--- src/ctpu_pkg.sv ---
package ctpu_pkg;

    // command codes
    localparam logic [2:0] CMD_CSR_READ  = 3'd0;
    localparam logic [2:0] CMD_CSR_WRITE = 3'd1;
    localparam logic [2:0] CMD_TRAP      = 3'd2;
    localparam logic [2:0] CMD_MRET      = 3'd3;
    localparam logic [2:0] CMD_SRET      = 3'd4;
    localparam logic [2:0] CMD_STATUS    = 3'd5;

    // csr addresses
    localparam logic [11:0] CSR_MSTATUS = 12'h300;
    localparam logic [11:0] CSR_MIE     = 12'h304;
    localparam logic [11:0] CSR_MTVEC   = 12'h305;
    localparam logic [11:0] CSR_STVEC   = 12'h105;
    localparam logic [11:0] CSR_SEPC    = 12'h141;
    localparam logic [11:0] CSR_SCAUSE  = 12'h142;
    localparam logic [11:0] CSR_STVAL   = 12'h143;
    localparam logic [11:0] CSR_MEDELEG = 12'h302;
    localparam logic [11:0] CSR_MIDELEG = 12'h303;
    localparam logic [11:0] CSR_SATP    = 12'h180;
    localparam logic [11:0] CSR_MEPC    = 12'h341;
    localparam logic [11:0] CSR_MCAUSE  = 12'h342;

    // privilege levels
    localparam logic [1:0] PRIV_U = 2'd0;
    localparam logic [1:0] PRIV_S = 2'd1;
    localparam logic [1:0] PRIV_M = 2'd3;

    // bit positions
    localparam int MSTATUS_SIE_BIT = 1;
    localparam int MSTATUS_MIE_BIT = 3;
    localparam int MIE_UART_BIT    = 3;
    localparam int MIE_TIMER_BIT   = 7;

    localparam logic [31:0] CAUSE_MASK = 32'h7fff_ffff;

    typedef struct packed {
        logic        uart_pending_line;
        logic        timer_pending_line;
        logic        force_interrupt;
        logic [31:0] exception_pc;
        logic [31:0] trap_value;
        logic [31:0] trap_cause;
        logic [31:0] write_data;
        logic [11:0] csr_sel;
        logic [2:0]  command;
    } cmd_item_t;

    typedef struct packed {
        logic        uart_irq;
        logic        timer_irq;
        logic [1:0]  current_privilege;
        logic        illegal_access;
        logic [31:0] trap_vector;
        logic [31:0] read_data;
    } result_item_t;

endpackage

--- src/ctpu_core.sv ---
module ctpu_core (
    input  logic                  aclk,
    input  logic                  aresetn,
    input  ctpu_pkg::cmd_item_t   item,
    input  logic                  commit,
    output ctpu_pkg::result_item_t result
);
    import ctpu_pkg::*;

    logic [31:0] mstatus_reg, mstatus_next;
    logic [31:0] mepc_reg, mepc_next;
    logic [31:0] mcause_reg, mcause_next;
    logic [31:0] mtvec_reg, mtvec_next;
    logic [31:0] sepc_reg, sepc_next;
    logic [31:0] scause_reg, scause_next;
    logic [31:0] stval_reg, stval_next;
    logic [31:0] stvec_reg, stvec_next;
    logic [31:0] satp_reg, satp_next;
    logic [31:0] medeleg_reg, medeleg_next;
    logic [31:0] mideleg_reg, mideleg_next;
    logic [1:0]  priv_reg, priv_next;
    logic        timer_en_reg, timer_en_next;
    logic        uart_en_reg, uart_en_next;
    logic [1:0]  mpp_reg, mpp_next;
    logic        mpie_reg, mpie_next;
    logic        spie_reg, spie_next;
    logic        spp_reg, spp_next;
    logic        sie_reg, sie_next;

    logic [31:0] csr_rd;
    logic        is_intr;
    logic [31:0] cause_num;
    logic [31:0] deleg;
    logic        to_super;
    logic        mie_after;

    // csr read mux
    always_comb begin
        unique case (item.csr_sel)
            CSR_MSTATUS: begin
                csr_rd = mstatus_reg;
                csr_rd[MSTATUS_SIE_BIT] = sie_reg;
            end
            CSR_MIE: begin
                csr_rd = '0;
                csr_rd[MIE_TIMER_BIT] = timer_en_reg;
                csr_rd[MIE_UART_BIT]  = uart_en_reg;
            end
            CSR_MTVEC:   csr_rd = mtvec_reg;
            CSR_STVEC:   csr_rd = stvec_reg;
            CSR_SEPC:    csr_rd = sepc_reg;
            CSR_SCAUSE:  csr_rd = scause_reg;
            CSR_STVAL:   csr_rd = stval_reg;
            CSR_MEDELEG: csr_rd = medeleg_reg;
            CSR_MIDELEG: csr_rd = mideleg_reg;
            CSR_SATP:    csr_rd = satp_reg;
            CSR_MEPC:    csr_rd = mepc_reg;
            CSR_MCAUSE:  csr_rd = mcause_reg;
            default:     csr_rd = '0;
        endcase
    end

    // delegation decision
    assign is_intr   = item.trap_cause[31] | item.force_interrupt;
    assign cause_num = item.trap_cause & CAUSE_MASK;
    assign deleg     = is_intr ? mideleg_reg : medeleg_reg;
    assign to_super  = (cause_num[30:5] == '0) && deleg[cause_num[4:0]]
                       && (priv_reg <= PRIV_S);

    always_comb begin
        mstatus_next  = mstatus_reg;
        mepc_next     = mepc_reg;
        mcause_next   = mcause_reg;
        mtvec_next    = mtvec_reg;
        sepc_next     = sepc_reg;
        scause_next   = scause_reg;
        stval_next    = stval_reg;
        stvec_next    = stvec_reg;
        satp_next     = satp_reg;
        medeleg_next  = medeleg_reg;
        mideleg_next  = mideleg_reg;
        priv_next     = priv_reg;
        timer_en_next = timer_en_reg;
        uart_en_next  = uart_en_reg;
        mpp_next      = mpp_reg;
        mpie_next     = mpie_reg;
        spie_next     = spie_reg;
        spp_next      = spp_reg;
        sie_next      = sie_reg;

        result.read_data      = '0;
        result.trap_vector    = '0;
        result.illegal_access = 1'b0;

        unique case (item.command)
            CMD_CSR_READ: begin
                if (item.csr_sel == CSR_MSTATUS && priv_reg == PRIV_U) begin
                    result.illegal_access = 1'b1;
                end else begin
                    result.read_data = csr_rd;
                end
            end
            CMD_CSR_WRITE: begin
                unique case (item.csr_sel)
                    CSR_MSTATUS: mstatus_next = item.write_data;
                    CSR_MIE: begin
                        timer_en_next = item.write_data[MIE_TIMER_BIT];
                        uart_en_next  = item.write_data[MIE_UART_BIT];
                    end
                    CSR_MTVEC:   mtvec_next   = item.write_data;
                    CSR_STVEC:   stvec_next   = item.write_data;
                    CSR_SEPC:    sepc_next    = item.write_data;
                    CSR_SCAUSE:  scause_next  = item.write_data;
                    CSR_STVAL:   stval_next   = item.write_data;
                    CSR_MEDELEG: medeleg_next = item.write_data;
                    CSR_MIDELEG: mideleg_next = item.write_data;
                    CSR_SATP:    satp_next    = item.write_data;
                    CSR_MEPC:    mepc_next    = item.write_data;
                    CSR_MCAUSE:  mcause_next  = item.write_data;
                    default: ;
                endcase
            end
            CMD_TRAP: begin
                if (to_super) begin
                    sepc_next   = item.exception_pc;
                    scause_next = item.trap_cause;
                    stval_next  = item.trap_value;
                    spie_next   = sie_reg;
                    sie_next    = 1'b0;
                    spp_next    = (priv_reg == PRIV_S);
                    priv_next   = PRIV_S;
                    result.trap_vector = stvec_reg;
                end else begin
                    mepc_next   = item.exception_pc;
                    mcause_next = item.trap_cause;
                    mpie_next   = mstatus_reg[MSTATUS_MIE_BIT];
                    mstatus_next[MSTATUS_MIE_BIT] = 1'b0;
                    mpp_next    = priv_reg;
                    priv_next   = PRIV_M;
                    result.trap_vector = mtvec_reg;
                end
            end
            CMD_MRET: begin
                priv_next = mpp_reg;
                mstatus_next[MSTATUS_MIE_BIT] = mpie_reg;
                mpie_next = 1'b0;
                mpp_next  = PRIV_U;
            end
            CMD_SRET: begin
                priv_next = spp_reg ? PRIV_S : PRIV_U;
                sie_next  = spie_reg;
                spie_next = 1'b0;
                spp_next  = 1'b0;
            end
            default: ;
        endcase

        // irq lines follow the state after this command
        mie_after                = mstatus_next[MSTATUS_MIE_BIT];
        result.current_privilege = priv_next;
        result.timer_irq         = mie_after & timer_en_next & item.timer_pending_line;
        result.uart_irq          = mie_after & uart_en_next & item.uart_pending_line;
    end

    always_ff @(posedge aclk) begin
        if (!aresetn) begin
            mstatus_reg  <= '0;
            mepc_reg     <= '0;
            mcause_reg   <= '0;
            mtvec_reg    <= '0;
            sepc_reg     <= '0;
            scause_reg   <= '0;
            stval_reg    <= '0;
            stvec_reg    <= '0;
            satp_reg     <= '0;
            medeleg_reg  <= '0;
            mideleg_reg  <= '0;
            priv_reg     <= PRIV_M;
            timer_en_reg <= 1'b0;
            uart_en_reg  <= 1'b0;
            mpp_reg      <= PRIV_M;
            mpie_reg     <= 1'b0;
            spie_reg     <= 1'b0;
            spp_reg      <= 1'b0;
            sie_reg      <= 1'b0;
        end else if (commit) begin
            mstatus_reg  <= mstatus_next;
            mepc_reg     <= mepc_next;
            mcause_reg   <= mcause_next;
            mtvec_reg    <= mtvec_next;
            sepc_reg     <= sepc_next;
            scause_reg   <= scause_next;
            stval_reg    <= stval_next;
            stvec_reg    <= stvec_next;
            satp_reg     <= satp_next;
            medeleg_reg  <= medeleg_next;
            mideleg_reg  <= mideleg_next;
            priv_reg     <= priv_next;
            timer_en_reg <= timer_en_next;
            uart_en_reg  <= uart_en_next;
            mpp_reg      <= mpp_next;
            mpie_reg     <= mpie_next;
            spie_reg     <= spie_next;
            spp_reg      <= spp_next;
            sie_reg      <= sie_next;
        end
    end

endmodule

--- src/csr_trap_privilege_unit_top.sv ---
// Simplified RV32 CSR and trap unit. Each input transaction carries one
// command (csr read, csr write, trap entry, mret, sret or status only) and
// produces exactly one result transaction with the read value, the trap
// vector, an illegal-access flag for user reads of mstatus, the privilege
// after the command and the gated timer and uart interrupt requests. The
// command is registered on input, decoded against the CSR state by one level
// of combinational logic and the result is registered on output, so the
// unit accepts one transaction per cycle unless m_tready stalls the output.
// The CSR state updates as a command leaves the input register, so
// back-to-back commands see each other's effects in order.
module csr_trap_privilege_unit_top (
    input  logic         aclk,
    input  logic         aresetn,
    // input stream
    input  logic         s_tvalid,
    output logic         s_tready,
    // csr_sel[11:0], write_data[43:12], trap_cause[75:44], trap_value[107:76],
    // exception_pc[139:108], force_interrupt[140], timer_pending_line[141],
    // uart_pending_line[142], zero pad[143]
    input  logic [143:0] s_tdata,
    // command[2:0]
    input  logic [2:0]   s_tuser,
    // result stream
    output logic         m_tvalid,
    input  logic         m_tready,
    // read_data[31:0], trap_vector[63:32], illegal_access[64],
    // current_privilege[66:65], timer_irq[67], uart_irq[68], zero pad[71:69]
    output logic [71:0]  m_tdata
);
    import ctpu_pkg::*;

    // input register
    logic         in_valid_reg;
    cmd_item_t    in_item_reg;

    // result register
    logic         out_valid_reg;
    result_item_t out_item_reg;

    result_item_t core_result;
    logic         out_free;
    logic         advance;

    // the result register can take a new item when empty or being drained
    assign out_free = !out_valid_reg || m_tready;
    assign advance  = in_valid_reg && out_free;
    assign s_tready = !in_valid_reg || advance;

    always_ff @(posedge aclk) begin
        if (!aresetn) begin
            in_valid_reg <= 1'b0;
        end else if (s_tready) begin
            in_valid_reg <= s_tvalid;
        end
    end

    // unpack the input transaction
    always_ff @(posedge aclk) begin
        if (s_tready && s_tvalid) begin
            in_item_reg.command            <= s_tuser;
            in_item_reg.csr_sel            <= s_tdata[11:0];
            in_item_reg.write_data         <= s_tdata[43:12];
            in_item_reg.trap_cause         <= s_tdata[75:44];
            in_item_reg.trap_value         <= s_tdata[107:76];
            in_item_reg.exception_pc       <= s_tdata[139:108];
            in_item_reg.force_interrupt    <= s_tdata[140];
            in_item_reg.timer_pending_line <= s_tdata[141];
            in_item_reg.uart_pending_line  <= s_tdata[142];
        end
    end

    // csr state and command decode; state commits when the item moves on
    ctpu_core u_core (
        .aclk    (aclk),
        .aresetn (aresetn),
        .item    (in_item_reg),
        .commit  (advance),
        .result  (core_result)
    );

    always_ff @(posedge aclk) begin
        if (!aresetn) begin
            out_valid_reg <= 1'b0;
        end else if (out_free) begin
            out_valid_reg <= in_valid_reg;
        end
    end

    always_ff @(posedge aclk) begin
        if (advance) begin
            out_item_reg <= core_result;
        end
    end

    assign m_tvalid = out_valid_reg;
    assign m_tdata  = {3'b000, out_item_reg};

endmodule
--- config.mk ---
export PLATFORM = sky130hd
export DESIGN_NAME = csr_trap_privilege_unit_top
export DESIGN_NICKNAME = d
export VERILOG_FILES = /design/src/ctpu_pkg.sv /design/src/ctpu_core.sv /design/src/csr_trap_privilege_unit_top.sv
export SDC_FILE = /design/constraint.sdc
export NUM_CORES = 1
export LEC_CHECK = 0
export BUFFER_PORTS_ARGS = -buffer_cell sky130_fd_sc_hd__clkbuf_2
export CAP_MARGIN = 20
export CORE_MARGIN = 2
export CORE_UTILIZATION = 40
export CTS_CLUSTER_DIAMETER = 30
export CTS_CLUSTER_SIZE = 30
export DETAILED_ROUTE_END_ITERATION = 7
export GPL_ROUTABILITY_DRIVEN = 1
export GPL_TIMING_DRIVEN = 0
export RECOVER_POWER = 25
export SLEW_MARGIN = 20
export SYNTH_ARGS = -nofsm -noshare
export SYNTH_HDL_FRONTEND = slang
export SYNTH_SLANG_ARGS = --single-unit
export TNS_END_PERCENT = 5
--- constraint.sdc ---
create_clock -name aclk -period 11.4 [get_ports aclk]
set_input_delay 1.14 -clock aclk [delete_from_list [all_inputs] [get_ports aclk]]
set_output_delay 1.14 -clock aclk [all_outputs]
set_load 0.05 [all_outputs]
Word level (Yosys, flattened, before mapping)
Cells that the tools add are included.

storage, ports and cells
  flip-flop bits (word level) = 579
  output and inout port bits = 74
  word-level logic and storage cells = 139
  input bits = 151

operators by class
  bitwise logic cells = 6
  reductions and logical operators = 29
  equal/unequal tests = 24
  muxes and demuxes = 41
  magnitude comparators = 2

operators by type and width
  cell                                                                     count
  32-bit 2-to-1 mux                                                        12
  32-bit case mux with 12 select lines                                     1
  32-bit case mux with 2 select lines                                      5
  12-bit by 10-bit equality test with 1-bit output, second input constant  7
  12-bit by 9-bit equality test with 1-bit output, second input constant   5
  26-bit zero test                                                         1
  3-bit AND reduction                                                      8
  4-bit AND reduction                                                      5
  1-bit 2-to-1 mux                                                         12
  2-bit inequality test, second input constant                             6
  1-bit case mux with 2 select lines                                       4
  3-bit by 2-bit equality test with 1-bit output, second input constant    2
  5-bit by 6-bit < comparator with 1-bit output, second input constant     1
  2-bit case mux with 3 select lines                                       1
  2-bit nonzero test                                                       3
  1-bit binary-select mux with 5-bit select                                1
  1-bit logical AND                                                        5
  1-bit AND                                                                4
  2-bit 2-to-1 mux                                                         2
  4-bit 2-to-1 mux                                                         1
  2-bit case mux with 2 select lines                                       1
  3-bit by 1-bit equality test with 1-bit output, second input constant    1
  3-bit equality test, second input constant                               1
  3-bit zero test                                                          1
  10 further kinds                                                         12

Depth between registers and ports, before layout
Gate-level depths: netlist (run 1).

  word-level depth = 10
  gate-level depth with buffers = 12

Modules after synthesis
A second synthesis (run 1) with hierarchy kept.

second synthesis, totals
  cell total of the unflattened synthesis = 2447
  area total of the unflattened synthesis = 24100.6 µm²

modules (own cells, without submodules)
  module                       area each (µm²)  instances  cells an instance
  ctpu_core                    17514.3          1          2219
  csr_trap_privilege_unit_top  6586.3           1          228

Worst setup path before layout (run 1)
OpenSTA, ideal clock, no wires.

  kind = input -> register
  from = in m_tready
  to = reg in_item_reg[0] (netlist bit) (enable)
  library setup time = 0.522 ns
  arrival time = 4.987 ns
  path slack = 5.890 ns
  stages = 3
  cell sequence = nor2b_1 -> nand2_1 -> and2_1

on the way
  word-level cells in the longest chain between the ends = 4

RTL lines
  element            RTL line                           RTL
  from (decl)        csr_trap_privilege_unit_top.sv:25  input logic m_tready,
  1-bit logical OR   csr_trap_privilege_unit_top.sv:45  assign out_free = !out_valid_reg || m_tready;
  1-bit logical AND  csr_trap_privilege_unit_top.sv:46  assign advance = in_valid_reg && out_free;
  1-bit logical OR   csr_trap_privilege_unit_top.sv:47  assign s_tready = !in_valid_reg || advance;
  net s_tready       csr_trap_privilege_unit_top.sv:16  output logic s_tready,
  1-bit logical AND  csr_trap_privilege_unit_top.sv:59  if (s_tready && s_tvalid) begin
  to (decl)          csr_trap_privilege_unit_top.sv:34  cmd_item_t in_item_reg;

The timed path passes the listed nets, and every way through them passes these cells.
A chain may end at the register's enable or synchronous reset.

Worst setup path after layout (run 1)
  from = in m_tready
  to = reg in_item_reg[31] (netlist bit) (enable)

on the way
  word-level cells in the longest chain between the ends = 4

RTL lines
  element            RTL line
  1-bit logical OR   csr_trap_privilege_unit_top.sv:45
  1-bit logical AND  csr_trap_privilege_unit_top.sv:46
  1-bit logical OR   csr_trap_privilege_unit_top.sv:47
  1-bit logical AND  csr_trap_privilege_unit_top.sv:59

Every way passes these cells.

==> results of run 1 <==
## cell families after synthesis
family / Yosys count / share of synthesized area, %
and+or+nand+nor: 751 / 12.85
other: 1 / 0.01592
DFF: 578 / 58.26
muxes: 49 / 2.199
buffers and inverters: 238 / 4.780
AOI/OAI and AO/OA: 658 / 21.90
## worst min-delay path by stage
stage,from,end,slack [ns],cells past startpoint
floorplan,u_core.mstatus_reg[0],u_core.mstatus_reg[0],0.43,2
global placement,u_core.mstatus_reg[4],u_core.mstatus_reg[4],0.44,2
detailed placement,u_core.mstatus_reg[25],u_core.mstatus_reg[25],0.44,2
CTS,u_core.mstatus_reg[4],u_core.mstatus_reg[4],0.45,2
global route,u_core.mstatus_reg[29],u_core.mstatus_reg[29],0.47,2
finish,u_core.satp_reg[8],u_core.satp_reg[8],0.45,2
## placed cells by master, fill, tap and decap left out, types with 16 or more instances in the layout
cell / count
o21ai_0: 20
nand2_1: 611
clkbuf_16: 141
o221a_2: 99
a221oi_1: 38
dfxtp_1: 363
clkbuf_2: 215
buf_4: 37
o22a_1: 32
nand3_1: 16
a31oi_1: 36
nor2_1: 58
buf_2: 25
a22oi_1: 34
mux2i_1: 45
clkbuf_1: 174
a222oi_1: 62
edfxtp_1: 215
o221a_1: 61
a21oi_1: 236
clkinv_2: 21
## power groups by stage
stage,combinational [uW],clock [uW],sequential [uW]
detailed placement,250,0,2260
global placement,242,0,2270
finish,252,3840,2230
floorplan,107,0,2290
global route,264,3980,2230
CTS,251,3860,2220
## critical path, stage by stage
cell,delay (ns)
clkbuf_2,0.08
nor2b_1,0.06
nand2_1,0.09
and2_0,1.64
clkbuf_1,2.30
## per-stage QoR
| stage | area, um2 | instances | util [%] | setup slack [ns] | power [uW] |
|---|---|---|---|---|---|
| after global placement | 25620 | 3262 | 44.24 | 4.759 | 2509 |
| after floorplan | 23560 | 2277 | - | 5.890 | 2395 |
| after CTS | 30310 | 3515 | 52.34 | 6.916 | 6337 |
| final | 30270 | 3515 | 52.26 | 6.239 | 6318 |
| after detailed placement | 25740 | 3266 | 44.45 | 6.945 | 2510 |
| after global routing | 30270 | 3515 | 52.26 | 5.778 | 6469 |
## cell usage after synthesis (24+ instances only)
master | count | area share [%]
nand2_1 | 611 | 9.7
dfxtp_1 | 363 | 31
a21oi_1 | 236 | 5.0
edfxtp_1 | 215 | 27
clkbuf_1 | 152 | 2.4
o221a_2 | 99 | 4.7
a222oi_1 | 62 | 2.6
o221a_1 | 61 | 2.9
nor2_1 | 59 | 0.94
mux2i_1 | 45 | 1.9
a221oi_1 | 38 | 1.4
a31oi_1 | 36 | 0.96
buf_4 | 36 | 1.1
a22oi_1 | 34 | 1.1
o22a_1 | 32 | 1.2
buf_2 | 24 | 0.51
## metal layers
layer / vias up / track usage [%]
met2: 1513 / 45.96
met1: 10350 / 40.89
met4: 0 / 17.40
met5: - / 0
li1: 9240 / -
met3: 285 / 10.14
## cell type report
cell class | count | area [um2] | share of cell area [%]
Tap cell | 765 | 957.2 | 3.163
Buffer | 226 | 1089 | 3.597
Inverter | 12 | 45.04 | 0.1488
Clock inverter | 81 | 843.3 | 2.786
Multi-Input combinational cell | 1461 | 8743 | 28.89
Timing Repair Buffer | 224 | 1135 | 3.750
Sequential cell | 578 | 13720 | 45.34
Clock buffer | 168 | 3730 | 12.32
==> qor.csv, run 1 <==
metric,value,unit
status,finished with violations,
failing checks,"max-capacitance violations, max-slew violations",
CTS buffer count,135,
maximum clock insertion buffer count,3,
die area,0.06085,mm2
clock sinks,578,
Setup crit end,in_item_reg[31],
Post-DRT Antenna Nets,0,
Clock power frac,60.8,%
"Seq/Total Area, Yosys",58.26,%
CTS tree,yes,
switching power,1462,uW
combinational fraction of design power,4.0,%
Starting Density,40.67,%
Critical Path Source,m_tready,
WL met3,11.27,mm
count of pins over their slew limit,151,
Synth Cell Area,0.02356,mm2
yosys warns,0,
initial DRC count,3166,
final WL,96.54,mm
# rows,88,
initial antenna violation count,0,
post-synthesis cell type count,61,
crit-path max FO,56,
Clock Latency Late Sink,0.72,ns
pwr dens,208.7,mW/mm2
CTS root buf,clkbuf_16,
Post-Syn Instances,2275,
total negative slack,0,ns
"setup slack, reg-to-reg",6.35,ns
Final period util,45.28,%
first-pass GRT wire length,137.8,mm
CTS resizes,0,
Relative slew margins,-109.6,%
RSZ-0062 raised after global routing,no,
Max Fclk,193.7,MHz
sw frac,23.15,%
residual DRC count,0,
sequential power share,35.2,%
Total GRT Usage,31.38,%
Die Wd,246.7,um
max FFs per register,146,
Leak,0.01050,uW
metal2 WL,41.10,mm
wire length on met1,38.87,mm
"Data arrival, critical path",5.40,ns
Main synth FF type,dfxtp_1,
vias in the first global route,20800,
Crit. End Element,register,
pin count of the biggest net entering global routing,59,
Worst-path clk slew,0.05,ns
Final Critical Period,5.161,ns
die height,246.7,um
Async SR Flop Fraction,0,%
crit start category,input pin,
syn avg cell area,10.35,um2
layout cells sized above 1,22.76,%
Post-CTS Setup Inserts,0,
max cap viols,3,
nets,2789,
worst hold slack,0.4543,ns
top routing layer in use,met4,
Worst R2R Start,m_tvalid,
ANT cells,0,
Post-DP HPWL,67.40,mm
worst path required time,11.64,ns
Filler Cells Inserted,5237,
Routed WL per cell,27.46,um
Vias/cell,6.084,
io pins,225,
Area Overhead vs Synth,28.48,%
worst-margin pin slew,3.144,ns
Internal Pwr Total,4855,uW
Peak VDD IR,152.4,uV
Clock Skew,0.02773,ns
Post-synth EDFFs,215,
core region area,0.05792,mm2
Reg-to-Reg End,in_item_reg[31],
Worst Hold Class,register to register,
gpl congestion,0.9744,
total grt overflow,0,
htree depth,4,
"flops & latches, synth",578,
number of port buffers,220,
FF-to-FF path depth,4,
# hold bufs at CTS,0,
"Setup violations, final",0,
DR vias,21380,
Critical Setup Path Class,input pin to register,
Final Hold Violating Endpoints,0,
DRT Pass-1 Iters,8,
No activity file was read; power rests on OpenSTA's default activity.
==> run 2, diff against run 1 <==
- clock period: 11.4 -> 4.81 ns (I/O delays scaled with it)
==> run 2 against run 1 <==
The run ends with design-rule violations, max-capacitance violations, max-slew violations, negative setup slack left. Core utilization grew 2.6 points. Via count is 2.5% higher. Combinational power rose to 2.8 times the previous value. Cell area up 5.0%. Total power increased by 140%. Clock skew grew 0.0030 ns. Highest routed layer unchanged.
==> qor.csv, run 2 (synthesis gave the netlist of run 1 again) <==
metric,value,unit
Worst Hold Class,input pin to register,
clock sinks,578,
Critical Setup Path Class,register to register,
Crit. End Element,register,
Leak,0.01110,uW
max FFs per register,146,
Starting Density,40.67,%
Post-DRT Antenna Nets,0,
Worst-path clk slew,0.05,ns
pwr dens,479.6,mW/mm2
DR vias,21920,
Clock Skew,0.03069,ns
die area,0.06085,mm2
Finished Cell Area,0.03179,mm2
core region area,0.05792,mm2
Final Power,15250,uW
Total GRT Usage,31.69,%
Area Overhead vs Synth,34.97,%
"Data arrival, critical path",5.51,ns
residual DRC count,2,
Final period util,101.0,%
CTS root buf,clkbuf_16,
DRT Pass-1 Iters,8,
pin count of the biggest net entering global routing,60,
worst-margin pin slew,2.480,ns
Max Fclk,205.9,MHz
Peak VDD IR,357.2,uV
Vias/cell,5.995,
initial antenna violation count,0,
first-pass GRT wire length,139.6,mm
"commonest non-fill, non-tap cell in the layout",nand2_1,
Post-CTS Setup Inserts,0,
maximum clock insertion buffer count,3,
worst path required time,5.46,ns
count of pins over their slew limit,36,
crit-path max FO,10,
max cap viols,1,
Internal Pwr Total,11760,uW
Post-DP HPWL,67.33,mm
failing checks,"design-rule violations, max-capacitance violations, max-slew violations, negative setup slack",
combinational fraction of design power,4.6,%
sequential power share,34.6,%
number of port buffers,220,
Final Hold Violating Endpoints,0,
total grt overflow,0,
vias in the first global route,21410,
dpl ws,0.2178,ns
status,finished with violations,
layout cells sized above 1,20.95,%
RSZ-0062 raised after global routing,no,
worst hold slack,0.08858,ns
ANT cells,0,
nets,2934,
CTS tree,yes,
final WL,98.27,mm
Clock power frac,60.8,%
switching power,3492,uW
Final Critical Period,4.858,ns
final core utilization,54.90,%
most frequent cells in the layout,"nand2_1, dfxtp_1, a21oi_1",
io pins,225,
placed inst area,0.02574,mm2
gpl congestion,0.9676,
"Setup violations, final",10,
Die Wd,246.7,um
sw frac,22.90,%
Clock Latency Late Sink,0.73,ns
Relative slew margins,-65.41,%
initial DRC count,3096,
# rows,88,
htree depth,4,
crit start category,register,
CTS buffer count,133,
final worst slack,-0.04755,ns
Routed WL per cell,26.87,um
die height,246.7,um
[run 2: changes by cell type in the layout (fill, tap and decap cells not counted), sizes merged]
cell,delta
buf,-1
bufinv,+3
clkbuf,+7
clkinv,-11
clkinvlp,-4
dlygate4sd3,+147
inv,+1
[run 2: path summary, 6_finish.rpt]
kind                           start             endpoint  slack, ns  cells after the start
setup / recovery     in_item_reg[53]  u_core.mepc_reg[16]      -0.05                      8
hold / removal              m_tready             m_tvalid       0.09                      4
setup reg to reg     in_item_reg[53]  u_core.mepc_reg[16]      -0.05                      8
hold reg to reg   u_core.satp_reg[3]   u_core.satp_reg[3]       0.45                      2
[run 2: routing by layer]
layer | global-route usage, % | wire length (um) | vias to the layer above
li1 | - | - | 9522
met1 | 41.68 | 39960 | 10660
met2 | 47.57 | 42680 | 1460
met3 | 9.486 | 11160 | 284
met4 | 15.34 | 4477 | 0
met5 | 0 | 0 | -
[run 2: through the flow]
stage | instances | setup TNS, ns
floorplan | 2277 | 0
global placement | 3262 | -49.71
detailed placement | 3266 | 0
CTS | 3657 | 0
global route | 3657 | 0
finish | 3657 | -0.2520
[run 2: worst max-delay path, stage by stage (launching register included)]
cell      delay (ns)
edfxtp_1        0.51
nor4_1          0.98
nand4_1         0.53
nor2_1          0.22
nand4_1         0.46
nand3_1         0.53
a21boi_1        0.79
buf_2           0.48
o221a_2         0.27
[run 2: area by class of cell]
| type | instances | area, um2 |
|---|---|---|
| tap | 765 | 957.2 |
| timing repair buffer | 371 | 2600 |
| sequential | 578 | 13720 |
| clock buffer | 174 | 3760 |
| inverter | 12 | 45.04 |
| clock inverter | 70 | 882.1 |
| buffer | 226 | 1092 |
| fill | 5116 | 26120 |
| multi-input combinational | 1461 | 8733 |
[run 2: power groups by stage]
stage	Clock [uW]	Combinational, uW	Sequential (uW)
after floorplan	0	255	5420
after global placement	0	576	5370
after detailed placement	0	593	5360
after CTS	9310	689	5270
after global routing	9580	729	5280
final	9280	698	5270
[run 2: repair_timing]
item	4_1_cts	5_1_grt
resized for setup	0	3
setup endpoints to repair	0	2
hold endpoints to repair	147	0
hold buffers	147	0
